$ cat config.mk
export PLATFORM = sky130hd
export DESIGN_NAME = time_ordered_ring_buffer
export DESIGN_NICKNAME = d
export VERILOG_FILES = /design/src/sv/tor_pkg.sv /design/src/sv/time_ordered_ring_buffer.sv /design/src/sv/tor_mem.sv /design/src/sv/tor_seq.sv
export SDC_FILE = /design/constraint.sdc
export NUM_CORES = 2
export LEC_CHECK = 0
export BUFFER_PORTS_ARGS = -buffer_cell sky130_fd_sc_hd__buf_2
export CAP_MARGIN = 20
export CORE_ASPECT_RATIO = 0.6
export CORE_UTILIZATION = 50
export CTS_CLUSTER_DIAMETER = 120
export DETAILED_ROUTE_END_ITERATION = 10
export GPL_ROUTABILITY_DRIVEN = 1
export PLACE_DENSITY_LB_ADDON = 0.25
export SYNTH_ARGS = -nofsm -noshare
export SYNTH_HDL_FRONTEND = slang
export SYNTH_SLANG_ARGS = --single-unit
export TNS_END_PERCENT = 10
$ cat constraint.sdc
create_clock -name clk -period 9 [get_ports clk]
set_clock_uncertainty 0.05 [all_clocks]
set_input_delay 0.9 -clock clk [delete_from_list [all_inputs] [get_ports clk]]
set_output_delay 0.9 -clock clk [all_outputs]
set_load 0.02 [all_outputs]
$ cat src/sv/tor_pkg.sv
package tor_pkg;

    localparam logic OP_INSERT = 1'b0;
    localparam logic OP_READ   = 1'b1;

    localparam int ST_W = 3;
    localparam logic [ST_W-1:0] ST_IDLE  = 3'd0;
    localparam logic [ST_W-1:0] ST_SCAN  = 3'd1;
    localparam logic [ST_W-1:0] ST_FINAL = 3'd2;
    localparam logic [ST_W-1:0] ST_RDWT  = 3'd3;
    localparam logic [ST_W-1:0] ST_DONE  = 3'd4;

    typedef struct packed {
        logic is_newest;
        logic dropped;
        logic entry_valid;
    } res_flags_t;

endpackage

$ cat src/sv/time_ordered_ring_buffer.sv
// Keeps up to BUFFER_DEPTH records (time key and payload tag) in capture-time order in a
// single memory with a registered read. An insert (tuser 0) walks the stored records from
// the oldest, one memory read per cycle, and from the first record with a larger key on
// it shifts every record one slot forward by reading and writing back the same entry. An
// insert into a non-empty buffer lasts longer the more records are stored, as the single
// read port of the record memory reads them one by one. A read (tuser 1) of a position
// beyond the fill count skips the memory read. One transaction is worked on at a time, and
// the next is accepted while the previous result still waits in the output register.
module time_ordered_ring_buffer
    import tor_pkg::*;
#(
    parameter int BUFFER_DEPTH = 16,
    parameter int KEY_WIDTH    = 48,
    parameter int TAG_WIDTH    = 16
) (
    input  logic                clk,
    input  logic                rst_n,
    input  logic                s_axis_tvalid,
    output logic                s_axis_tready,
    // time_key, payload_tag, read_position, zero fill to whole bytes
    input  logic [((KEY_WIDTH+TAG_WIDTH+$clog2(BUFFER_DEPTH)+7)/8)*8-1:0] s_axis_tdata,
    // opcode
    input  logic                s_axis_tuser,
    output logic                m_axis_tvalid,
    input  logic                m_axis_tready,
    // is_newest, dropped, fill_count, entry_valid, entry_key, entry_tag, zero fill
    output logic [((KEY_WIDTH+TAG_WIDTH+$clog2(BUFFER_DEPTH+1)+3+7)/8)*8-1:0] m_axis_tdata
);

    localparam int AW      = $clog2(BUFFER_DEPTH);
    localparam int CW      = $clog2(BUFFER_DEPTH + 1);
    localparam int DW      = KEY_WIDTH + TAG_WIDTH;
    localparam int OUT_RAW = KEY_WIDTH + TAG_WIDTH + CW + 3;
    localparam int OUT_W   = ((OUT_RAW + 7) / 8) * 8;

    logic          mem_wr_en;
    logic [AW-1:0] mem_wr_addr;
    logic [DW-1:0] mem_wr_data;
    logic          mem_rd_en;
    logic [AW-1:0] mem_rd_addr;
    logic [DW-1:0] mem_rd_data;

    logic                 res_valid;
    logic                 res_take;
    res_flags_t           res_flags;
    logic [CW-1:0]        res_fill;
    logic [KEY_WIDTH-1:0] res_key;
    logic [TAG_WIDTH-1:0] res_tag;

    logic                 m_valid_reg, m_valid_next;
    res_flags_t           m_flags_reg;
    logic [CW-1:0]        m_fill_reg;
    logic [KEY_WIDTH-1:0] m_key_reg;
    logic [TAG_WIDTH-1:0] m_tag_reg;

    tor_mem #(
        .DEPTH (BUFFER_DEPTH),
        .AW    (AW),
        .DW    (DW)
    ) u_mem (
        .clk     (clk),
        .wr_en   (mem_wr_en),
        .wr_addr (mem_wr_addr),
        .wr_data (mem_wr_data),
        .rd_en   (mem_rd_en),
        .rd_addr (mem_rd_addr),
        .rd_data (mem_rd_data)
    );

    tor_seq #(
        .DEPTH     (BUFFER_DEPTH),
        .KEY_WIDTH (KEY_WIDTH),
        .TAG_WIDTH (TAG_WIDTH),
        .AW        (AW),
        .CW        (CW)
    ) u_seq (
        .clk         (clk),
        .rst_n       (rst_n),
        .in_valid    (s_axis_tvalid),
        .in_ready    (s_axis_tready),
        .in_opcode   (s_axis_tuser),
        .in_key      (s_axis_tdata[KEY_WIDTH-1:0]),
        .in_tag      (s_axis_tdata[KEY_WIDTH+TAG_WIDTH-1:KEY_WIDTH]),
        .in_pos      (s_axis_tdata[KEY_WIDTH+TAG_WIDTH+AW-1:KEY_WIDTH+TAG_WIDTH]),
        .mem_wr_en   (mem_wr_en),
        .mem_wr_addr (mem_wr_addr),
        .mem_wr_data (mem_wr_data),
        .mem_rd_en   (mem_rd_en),
        .mem_rd_addr (mem_rd_addr),
        .mem_rd_data (mem_rd_data),
        .res_valid   (res_valid),
        .res_take    (res_take),
        .res_flags   (res_flags),
        .res_fill    (res_fill),
        .res_key     (res_key),
        .res_tag     (res_tag)
    );

    assign res_take = res_valid && (!m_valid_reg || m_axis_tready);

    always_comb
    begin
        m_valid_next = m_valid_reg;
        if (res_take)
        begin
            m_valid_next = 1'b1;
        end
        else if (m_axis_tready)
        begin
            m_valid_next = 1'b0;
        end
    end

    always_ff @(posedge clk or negedge rst_n)
    begin
        if (!rst_n)
        begin
            m_valid_reg <= 1'b0;
        end
        else
        begin
            m_valid_reg <= m_valid_next;
        end
    end

    always_ff @(posedge clk)
    begin
        if (res_take)
        begin
            m_flags_reg <= res_flags;
            m_fill_reg  <= res_fill;
            m_key_reg   <= res_key;
            m_tag_reg   <= res_tag;
        end
    end

    assign m_axis_tvalid = m_valid_reg;
    assign m_axis_tdata  = OUT_W'({m_tag_reg, m_key_reg, m_flags_reg.entry_valid, m_fill_reg,
                                   m_flags_reg.dropped, m_flags_reg.is_newest});

endmodule

$ cat src/sv/tor_mem.sv
module tor_mem #(
    parameter int DEPTH = 16,
    parameter int AW    = 4,
    parameter int DW    = 64
) (
    input  logic          clk,
    input  logic          wr_en,
    input  logic [AW-1:0] wr_addr,
    input  logic [DW-1:0] wr_data,
    input  logic          rd_en,
    input  logic [AW-1:0] rd_addr,
    output logic [DW-1:0] rd_data
);

    logic [DW-1:0] store_reg [DEPTH];
    logic [DW-1:0] rd_data_reg;

    always_ff @(posedge clk)
    begin
        if (wr_en)
        begin
            store_reg[wr_addr] <= wr_data;
        end
        if (rd_en)
        begin
            rd_data_reg <= store_reg[rd_addr];
        end
    end

    assign rd_data = rd_data_reg;

endmodule

$ cat src/sv/tor_seq.sv
module tor_seq
    import tor_pkg::*;
#(
    parameter int DEPTH     = 16,
    parameter int KEY_WIDTH = 48,
    parameter int TAG_WIDTH = 16,
    parameter int AW        = 4,
    parameter int CW        = 5
) (
    input  logic                     clk,
    input  logic                     rst_n,
    input  logic                     in_valid,
    output logic                     in_ready,
    input  logic                     in_opcode,
    input  logic [KEY_WIDTH-1:0]     in_key,
    input  logic [TAG_WIDTH-1:0]     in_tag,
    input  logic [AW-1:0]            in_pos,
    output logic                     mem_wr_en,
    output logic [AW-1:0]            mem_wr_addr,
    output logic [KEY_WIDTH+TAG_WIDTH-1:0] mem_wr_data,
    output logic                     mem_rd_en,
    output logic [AW-1:0]            mem_rd_addr,
    input  logic [KEY_WIDTH+TAG_WIDTH-1:0] mem_rd_data,
    output logic                     res_valid,
    input  logic                     res_take,
    output res_flags_t               res_flags,
    output logic [CW-1:0]            res_fill,
    output logic [KEY_WIDTH-1:0]     res_key,
    output logic [TAG_WIDTH-1:0]     res_tag
);

    localparam int SW = AW + 1;

    logic [ST_W-1:0]      state_reg, state_next;
    logic [AW-1:0]        head_reg, head_next;
    logic [CW-1:0]        count_reg, count_next;
    logic [CW-1:0]        fill_reg, fill_next;
    logic [CW-1:0]        issue_reg, issue_next;
    logic [AW-1:0]        rd_slot_reg, rd_slot_next;
    logic                 pend_reg, pend_next;
    logic [AW-1:0]        pend_slot_reg, pend_slot_next;
    logic                 pend_first_reg, pend_first_next;
    logic                 found_reg, found_next;
    logic [KEY_WIDTH-1:0] key_reg, key_next;
    logic [KEY_WIDTH-1:0] carry_key_reg, carry_key_next;
    logic [TAG_WIDTH-1:0] carry_tag_reg, carry_tag_next;
    res_flags_t           flags_reg, flags_next;
    logic [CW-1:0]        out_fill_reg, out_fill_next;
    logic [KEY_WIDTH-1:0] out_key_reg, out_key_next;
    logic [TAG_WIDTH-1:0] out_tag_reg, out_tag_next;

    logic [SW-1:0]        head_w;
    logic [SW-1:0]        count_w;
    logic [SW-1:0]        oldest_w;
    logic [SW-1:0]        rsum_w;
    logic [AW-1:0]        read_slot;
    logic [KEY_WIDTH-1:0] rd_key;
    logic [TAG_WIDTH-1:0] rd_tag;
    logic                 hit;

    assign rd_key = mem_rd_data[KEY_WIDTH+TAG_WIDTH-1:TAG_WIDTH];
    assign rd_tag = mem_rd_data[TAG_WIDTH-1:0];

    // The oldest record sits count slots behind the write head.
    assign head_w   = SW'(head_reg);
    assign count_w  = SW'(count_reg);
    assign oldest_w = (head_w >= count_w) ? (head_w - count_w)
                                          : (head_w + SW'(DEPTH) - count_w);
    assign rsum_w    = oldest_w + SW'(in_pos);
    assign read_slot = (rsum_w >= SW'(DEPTH)) ? AW'(rsum_w - SW'(DEPTH)) : AW'(rsum_w);

    assign hit = found_reg || (rd_key > key_reg);

    assign in_ready  = (state_reg == ST_IDLE);
    assign res_valid = (state_reg == ST_DONE);
    assign res_flags = flags_reg;
    assign res_fill  = out_fill_reg;
    assign res_key   = out_key_reg;
    assign res_tag   = out_tag_reg;

    always_comb
    begin
        state_next      = state_reg;
        head_next       = head_reg;
        count_next      = count_reg;
        fill_next       = fill_reg;
        issue_next      = issue_reg;
        rd_slot_next    = rd_slot_reg;
        pend_next       = 1'b0;
        pend_slot_next  = pend_slot_reg;
        pend_first_next = 1'b0;
        found_next      = found_reg;
        key_next        = key_reg;
        carry_key_next  = carry_key_reg;
        carry_tag_next  = carry_tag_reg;
        flags_next      = flags_reg;
        out_fill_next   = out_fill_reg;
        out_key_next    = out_key_reg;
        out_tag_next    = out_tag_reg;
        mem_wr_en       = 1'b0;
        mem_wr_addr     = pend_slot_reg;
        mem_wr_data     = {carry_key_reg, carry_tag_reg};
        mem_rd_en       = 1'b0;
        mem_rd_addr     = rd_slot_reg;

        case (state_reg)
            ST_IDLE:
            begin
                if (in_valid)
                begin
                    flags_next    = '0;
                    out_fill_next = count_reg;
                    out_key_next  = '0;
                    out_tag_next  = '0;
                    if (in_opcode == OP_INSERT)
                    begin
                        key_next       = in_key;
                        carry_key_next = in_key;
                        carry_tag_next = in_tag;
                        fill_next      = count_reg;
                        issue_next     = '0;
                        rd_slot_next   = AW'(oldest_w);
                        found_next     = 1'b0;
                        state_next     = ST_SCAN;
                    end
                    else if (CW'(in_pos) < count_reg)
                    begin
                        mem_rd_en   = 1'b1;
                        mem_rd_addr = read_slot;
                        state_next  = ST_RDWT;
                    end
                    else
                    begin
                        state_next = ST_DONE;
                    end
                end
            end
            ST_SCAN:
            begin
                if (issue_reg < fill_reg)
                begin
                    mem_rd_en       = 1'b1;
                    mem_rd_addr     = rd_slot_reg;
                    rd_slot_next    = (rd_slot_reg == AW'(DEPTH - 1)) ? '0
                                                                      : rd_slot_reg + 1'b1;
                    issue_next      = issue_reg + 1'b1;
                    pend_next       = 1'b1;
                    pend_slot_next  = rd_slot_reg;
                    pend_first_next = (issue_reg == '0);
                end
                if (pend_reg && hit)
                begin
                    if (!found_reg && pend_first_reg && (fill_reg == CW'(DEPTH)))
                    begin
                        // Full and older than every stored record: nothing is written.
                        flags_next.dropped = 1'b1;
                        pend_next          = 1'b0;
                        state_next         = ST_DONE;
                    end
                    else
                    begin
                        mem_wr_en      = 1'b1;
                        found_next     = 1'b1;
                        carry_key_next = rd_key;
                        carry_tag_next = rd_tag;
                    end
                end
                if (!pend_reg && (issue_reg == fill_reg))
                begin
                    state_next = ST_FINAL;
                end
            end
            ST_FINAL:
            begin
                // The last carried record lands at the head, over the oldest one when full.
                mem_wr_en            = 1'b1;
                mem_wr_addr          = head_reg;
                head_next            = (head_reg == AW'(DEPTH - 1)) ? '0 : head_reg + 1'b1;
                count_next           = (fill_reg == CW'(DEPTH)) ? fill_reg : fill_reg + 1'b1;
                out_fill_next        = count_next;
                flags_next.is_newest = !found_reg;
                state_next           = ST_DONE;
            end
            ST_RDWT:
            begin
                flags_next.entry_valid = 1'b1;
                out_key_next           = rd_key;
                out_tag_next           = rd_tag;
                state_next             = ST_DONE;
            end
            ST_DONE:
            begin
                if (res_take)
                begin
                    state_next = ST_IDLE;
                end
            end
            default:
            begin
                state_next = ST_IDLE;
            end
        endcase
    end

    always_ff @(posedge clk or negedge rst_n)
    begin
        if (!rst_n)
        begin
            state_reg <= ST_IDLE;
            head_reg  <= '0;
            count_reg <= '0;
            pend_reg  <= 1'b0;
        end
        else
        begin
            state_reg <= state_next;
            head_reg  <= head_next;
            count_reg <= count_next;
            pend_reg  <= pend_next;
        end
    end

    always_ff @(posedge clk)
    begin
        fill_reg       <= fill_next;
        issue_reg      <= issue_next;
        rd_slot_reg    <= rd_slot_next;
        pend_slot_reg  <= pend_slot_next;
        pend_first_reg <= pend_first_next;
        found_reg      <= found_next;
        key_reg        <= key_next;
        carry_key_reg  <= carry_key_next;
        carry_tag_reg  <= carry_tag_next;
        flags_reg      <= flags_next;
        out_fill_reg   <= out_fill_next;
        out_key_reg    <= out_key_next;
        out_tag_reg    <= out_tag_next;
    end

    a_count_bound: assert property (@(posedge clk) disable iff (!rst_n)
        count_reg <= CW'(DEPTH))
        else $error("Record count exceeds the buffer depth.");

    a_no_same_slot: assert property (@(posedge clk) disable iff (!rst_n)
        (mem_wr_en && mem_rd_en) |-> (mem_wr_addr != mem_rd_addr))
        else $error("Read and write hit the same slot in one cycle.");

    a_wr_addr_range: assert property (@(posedge clk) disable iff (!rst_n)
        mem_wr_en |-> (SW'(mem_wr_addr) < SW'(DEPTH)))
        else $error("Write address beyond the buffer depth.");

    a_drop_result: assert property (@(posedge clk) disable iff (!rst_n)
        (res_valid && res_flags.dropped) |->
            (!res_flags.is_newest && (res_fill == CW'(DEPTH))))
        else $error("Dropped record reported with a wrong fill or newest flag.");

    a_idle_no_pending: assert property (@(posedge clk) disable iff (!rst_n)
        (state_reg == ST_IDLE) |-> !pend_reg)
        else $error("Pending memory read left over in idle.");

endmodule

==> results.ini <==
[logic_synthesis]
synth_area_leaders = edfxtp_1, nand2_1, nand3_1, ha_1, a32oi_1
synth-main-ff-cell = edfxtp_1
syn_avg_cell_area_um2 = 13.44
syn-cell-area_um2 = 54180
synth_common_cells = edfxtp_1, nand2_1, nand3_1, clkbuf_1, buf_2
netlist_instances = 4031
async_reset_ff_share_pct = 1.016
synth_edf_count = 1363
ys_warn_count = 0
yosysUniqueCellTypes = 58
yosysMostFrequentCell = edfxtp_1
seq_area_frac_synth_pct = 76.23
synth_top_area_share_pct = 75.54
synth_area_leader_cell = edfxtp_1
synth-seq-cells = 1378
syn-num-nets = 4179

[setup_path]
worstSetupStartpointType = flop
cp-startpoint = u_mem.rd_data[46]$_DFFE_PP_
critical_path_required_ps = 9310
slowest_delay_ps = 900
cp_top_family = simple AND/OR/NAND/NOR gates
rr_worst_depth = 10
slowest_stage = buf_4
r2r_slack_ps = 3340
end_kind = flop
endpoint = u_mem.store_reg[2][12]$_DFFE_PP_
worst-path-buf-inv = 1
r2r-start = u_mem.rd_data[46]$_DFFE_PP_
worst_path_most_repeated_cell = nor3_1
cp.depth = 10
crit_fanout = 48
critical_path_class = flop to flop
worstPathArrival_ps = 5970
r2r_end = u_mem.store_reg[2][12]$_DFFE_PP_
path_cells = ha_1 -> nand3_1 -> nor3_1 -> nand2_1 -> a21oi_1 -> o41a_1 -> nor3_1 -> or4_1 -> a21oi_4 -> buf_4

[sta]
period_needed_ps = 5656
setup_violations = 0
max_freq_mhz = 176.8
setup_tns_ps = 0
worstMarginPinSlew_ps = 1161
maxSlewHeadroom_pct = 22.59
rsz0062_at_grt = no
period_share_pct = 62.84
finalHoldViolations = 0
whs_ps = 269.9
slew_violations = 0
fin_ws_ps = 3344

[layout]
drive_gt1_share_pct = 9.802
syn2layout_area_growth_pct = 11.07
finish.utilization_pct = 56.03
largest_register_ffs = 1024
nNetsFinal = 4286
nFillCells = 8498

[place]
gp_congestion = 0.8004
dpl.hpwl_mm = 67.75
port_buffers = 146
place_ws_ps = 3478

[die]
core-area_um2 = 107400
die_w_um = 427.0
rows = 93
initial_core_util_pct = 50.45
dieArea_um2 = 109700
die_h_um = 257.0
ios = 151

[clock_tree]
numCtsBuffers = 119
cts_root_buf = clkbuf_16
cts_tree = built
hold_buffers = 1
insertion_delay_ps = 770
clockBufferDepth = 3
post_cts.repair.setup_buffers = 0
htreeDepth = 3
cts_resized = 0
cts.clk_slew.worst_paths_ps = 70
cts_sinks = 1378

[routing]
routed_via_density = 5.744
wl_per_cell_um = 23.23
drtIter0Drc = 3674
drt-total-wl_mm = 131.5
final_antenna_net_count = 0
vias = 32520
firstDrtPassIters = 5
drc_errors = 0

[grt]
grt-ovfl-total = 0
grt_pass1_wl_mm = 195.3
grt_max_degree = 233
grt_util_all_layers_pct = 23.88
antenna_found_initial = 4
grt_pass1_vias = 30360

[outcome]
status = completed

[power_and_ir_drop]
p_leak_nw = 21.29
p_per_area_nw_per_um2 = 339.8
ir_drop_mv = 0.4841

[flow_run]
cap_violations = 0

[worst_hold_path]
hold_path_class = primary input to flop

-- worst min path at each step --
stage / slack, ps / depth (start not counted) / from / to
after CTS: 230 / 1 / s_axis_tdata[2] / u_seq.key_reg[2]$_DFFE_PP_
after floorplan: 350 / 0 / u_seq.res_flags[2]$_SDFFCE_PN0P_ / m_axis_tdata[0]$_DFFE_PP_
after detailed placement: 350 / 0 / u_seq.res_fill[4]$_DFFE_PP_ / m_fill_reg[4]$_DFFE_PP_
final: 270 / 1 / s_axis_tdata[2] / u_seq.key_reg[2]$_DFFE_PP_
after global placement: 350 / 0 / u_seq.res_key[38]$_SDFFCE_PN0P_ / m_key_reg[38]$_DFFE_PP_
after global routing: 260 / 1 / s_axis_tdata[0] / u_seq.key_reg[0]$_DFFE_PP_
-- power by group --
group          switching (mW)  leakage [nW]  internal (mW)  total [mW]
Clock                    2.32          1.85           2.74        5.06
Sequential              0.579          12.6           8.38        8.95
Combinational            4.70          6.86           1.74        6.43
-- cells by family after synthesis --
| kind of cell | count (synthesis) | synth area share, % |
|---|---|---|
| and+or+nand+nor | 2043 | 16.23 |
| DFF | 1378 | 76.23 |
| buffers and inverters | 295 | 2.600 |
| AOI/OAI and AO/OA | 227 | 2.965 |
| adders and majority gates | 71 | 1.667 |
| xor gates and xnor gates | 14 | 0.2263 |
| muxes | 3 | 0.09005 |
-- cell usage in the layout, fill, tap and decap left out, drive strengths merged, types with 40 or more instances in the layout --
cell type	Yosys	final
ha	69	69
a21oi	40	40
clkinv	0	61
a32oi	64	64
buf	124	207
nand2	1246	1246
nand3	651	651
edfxtp	1363	1363
clkbuf	98	137
inv	73	77
a31oi	71	71
and2	66	66
-- metrics by stage --
step	cells	cell area, µm²	total power, mW
after floorplan	4031	54180	13.28
after global placement	5440	56360	15.37
after detailed placement	5440	56360	15.45
after CTS	5658	60170	20.50
after global routing	5661	60180	21.48
final	5661	60180	20.45
-- layer usage --
metal	GRT usage, %	vias up	wire, µm
li1	-	14790	-
met1	37.40	16180	60350
met2	34.20	1351	56840
met3	4.539	197	11330
met4	6.121	2	2992
met5	0.1754	-	13
-- layout make-up --
class                      count  area [µm²]  share of cell area [%]
timing repair buffer         208        1274                   2.117
clock buffer                 137        3045                   5.061
tap                         1425        1783                   2.963
inverter                      73       275.3                  0.4574
antenna                        2       5.005                0.008317
multi-input combinational   2358       11750                   19.52
clock inverter                80       749.5                   1.245
sequential                  1378       41300                   68.63
-- worst register-to-register path, cell delays in order, from the launching register on --
cell      delay, ps
edfxtp_1        420
ha_1            320
nand3_1         140
nor3_1          600
nand2_1         100
a21oi_1         500
o41a_1          420
nor3_1          200
or4_1           710
a21oi_4         820
buf_4           910
(Power assumes the default switching activity.)
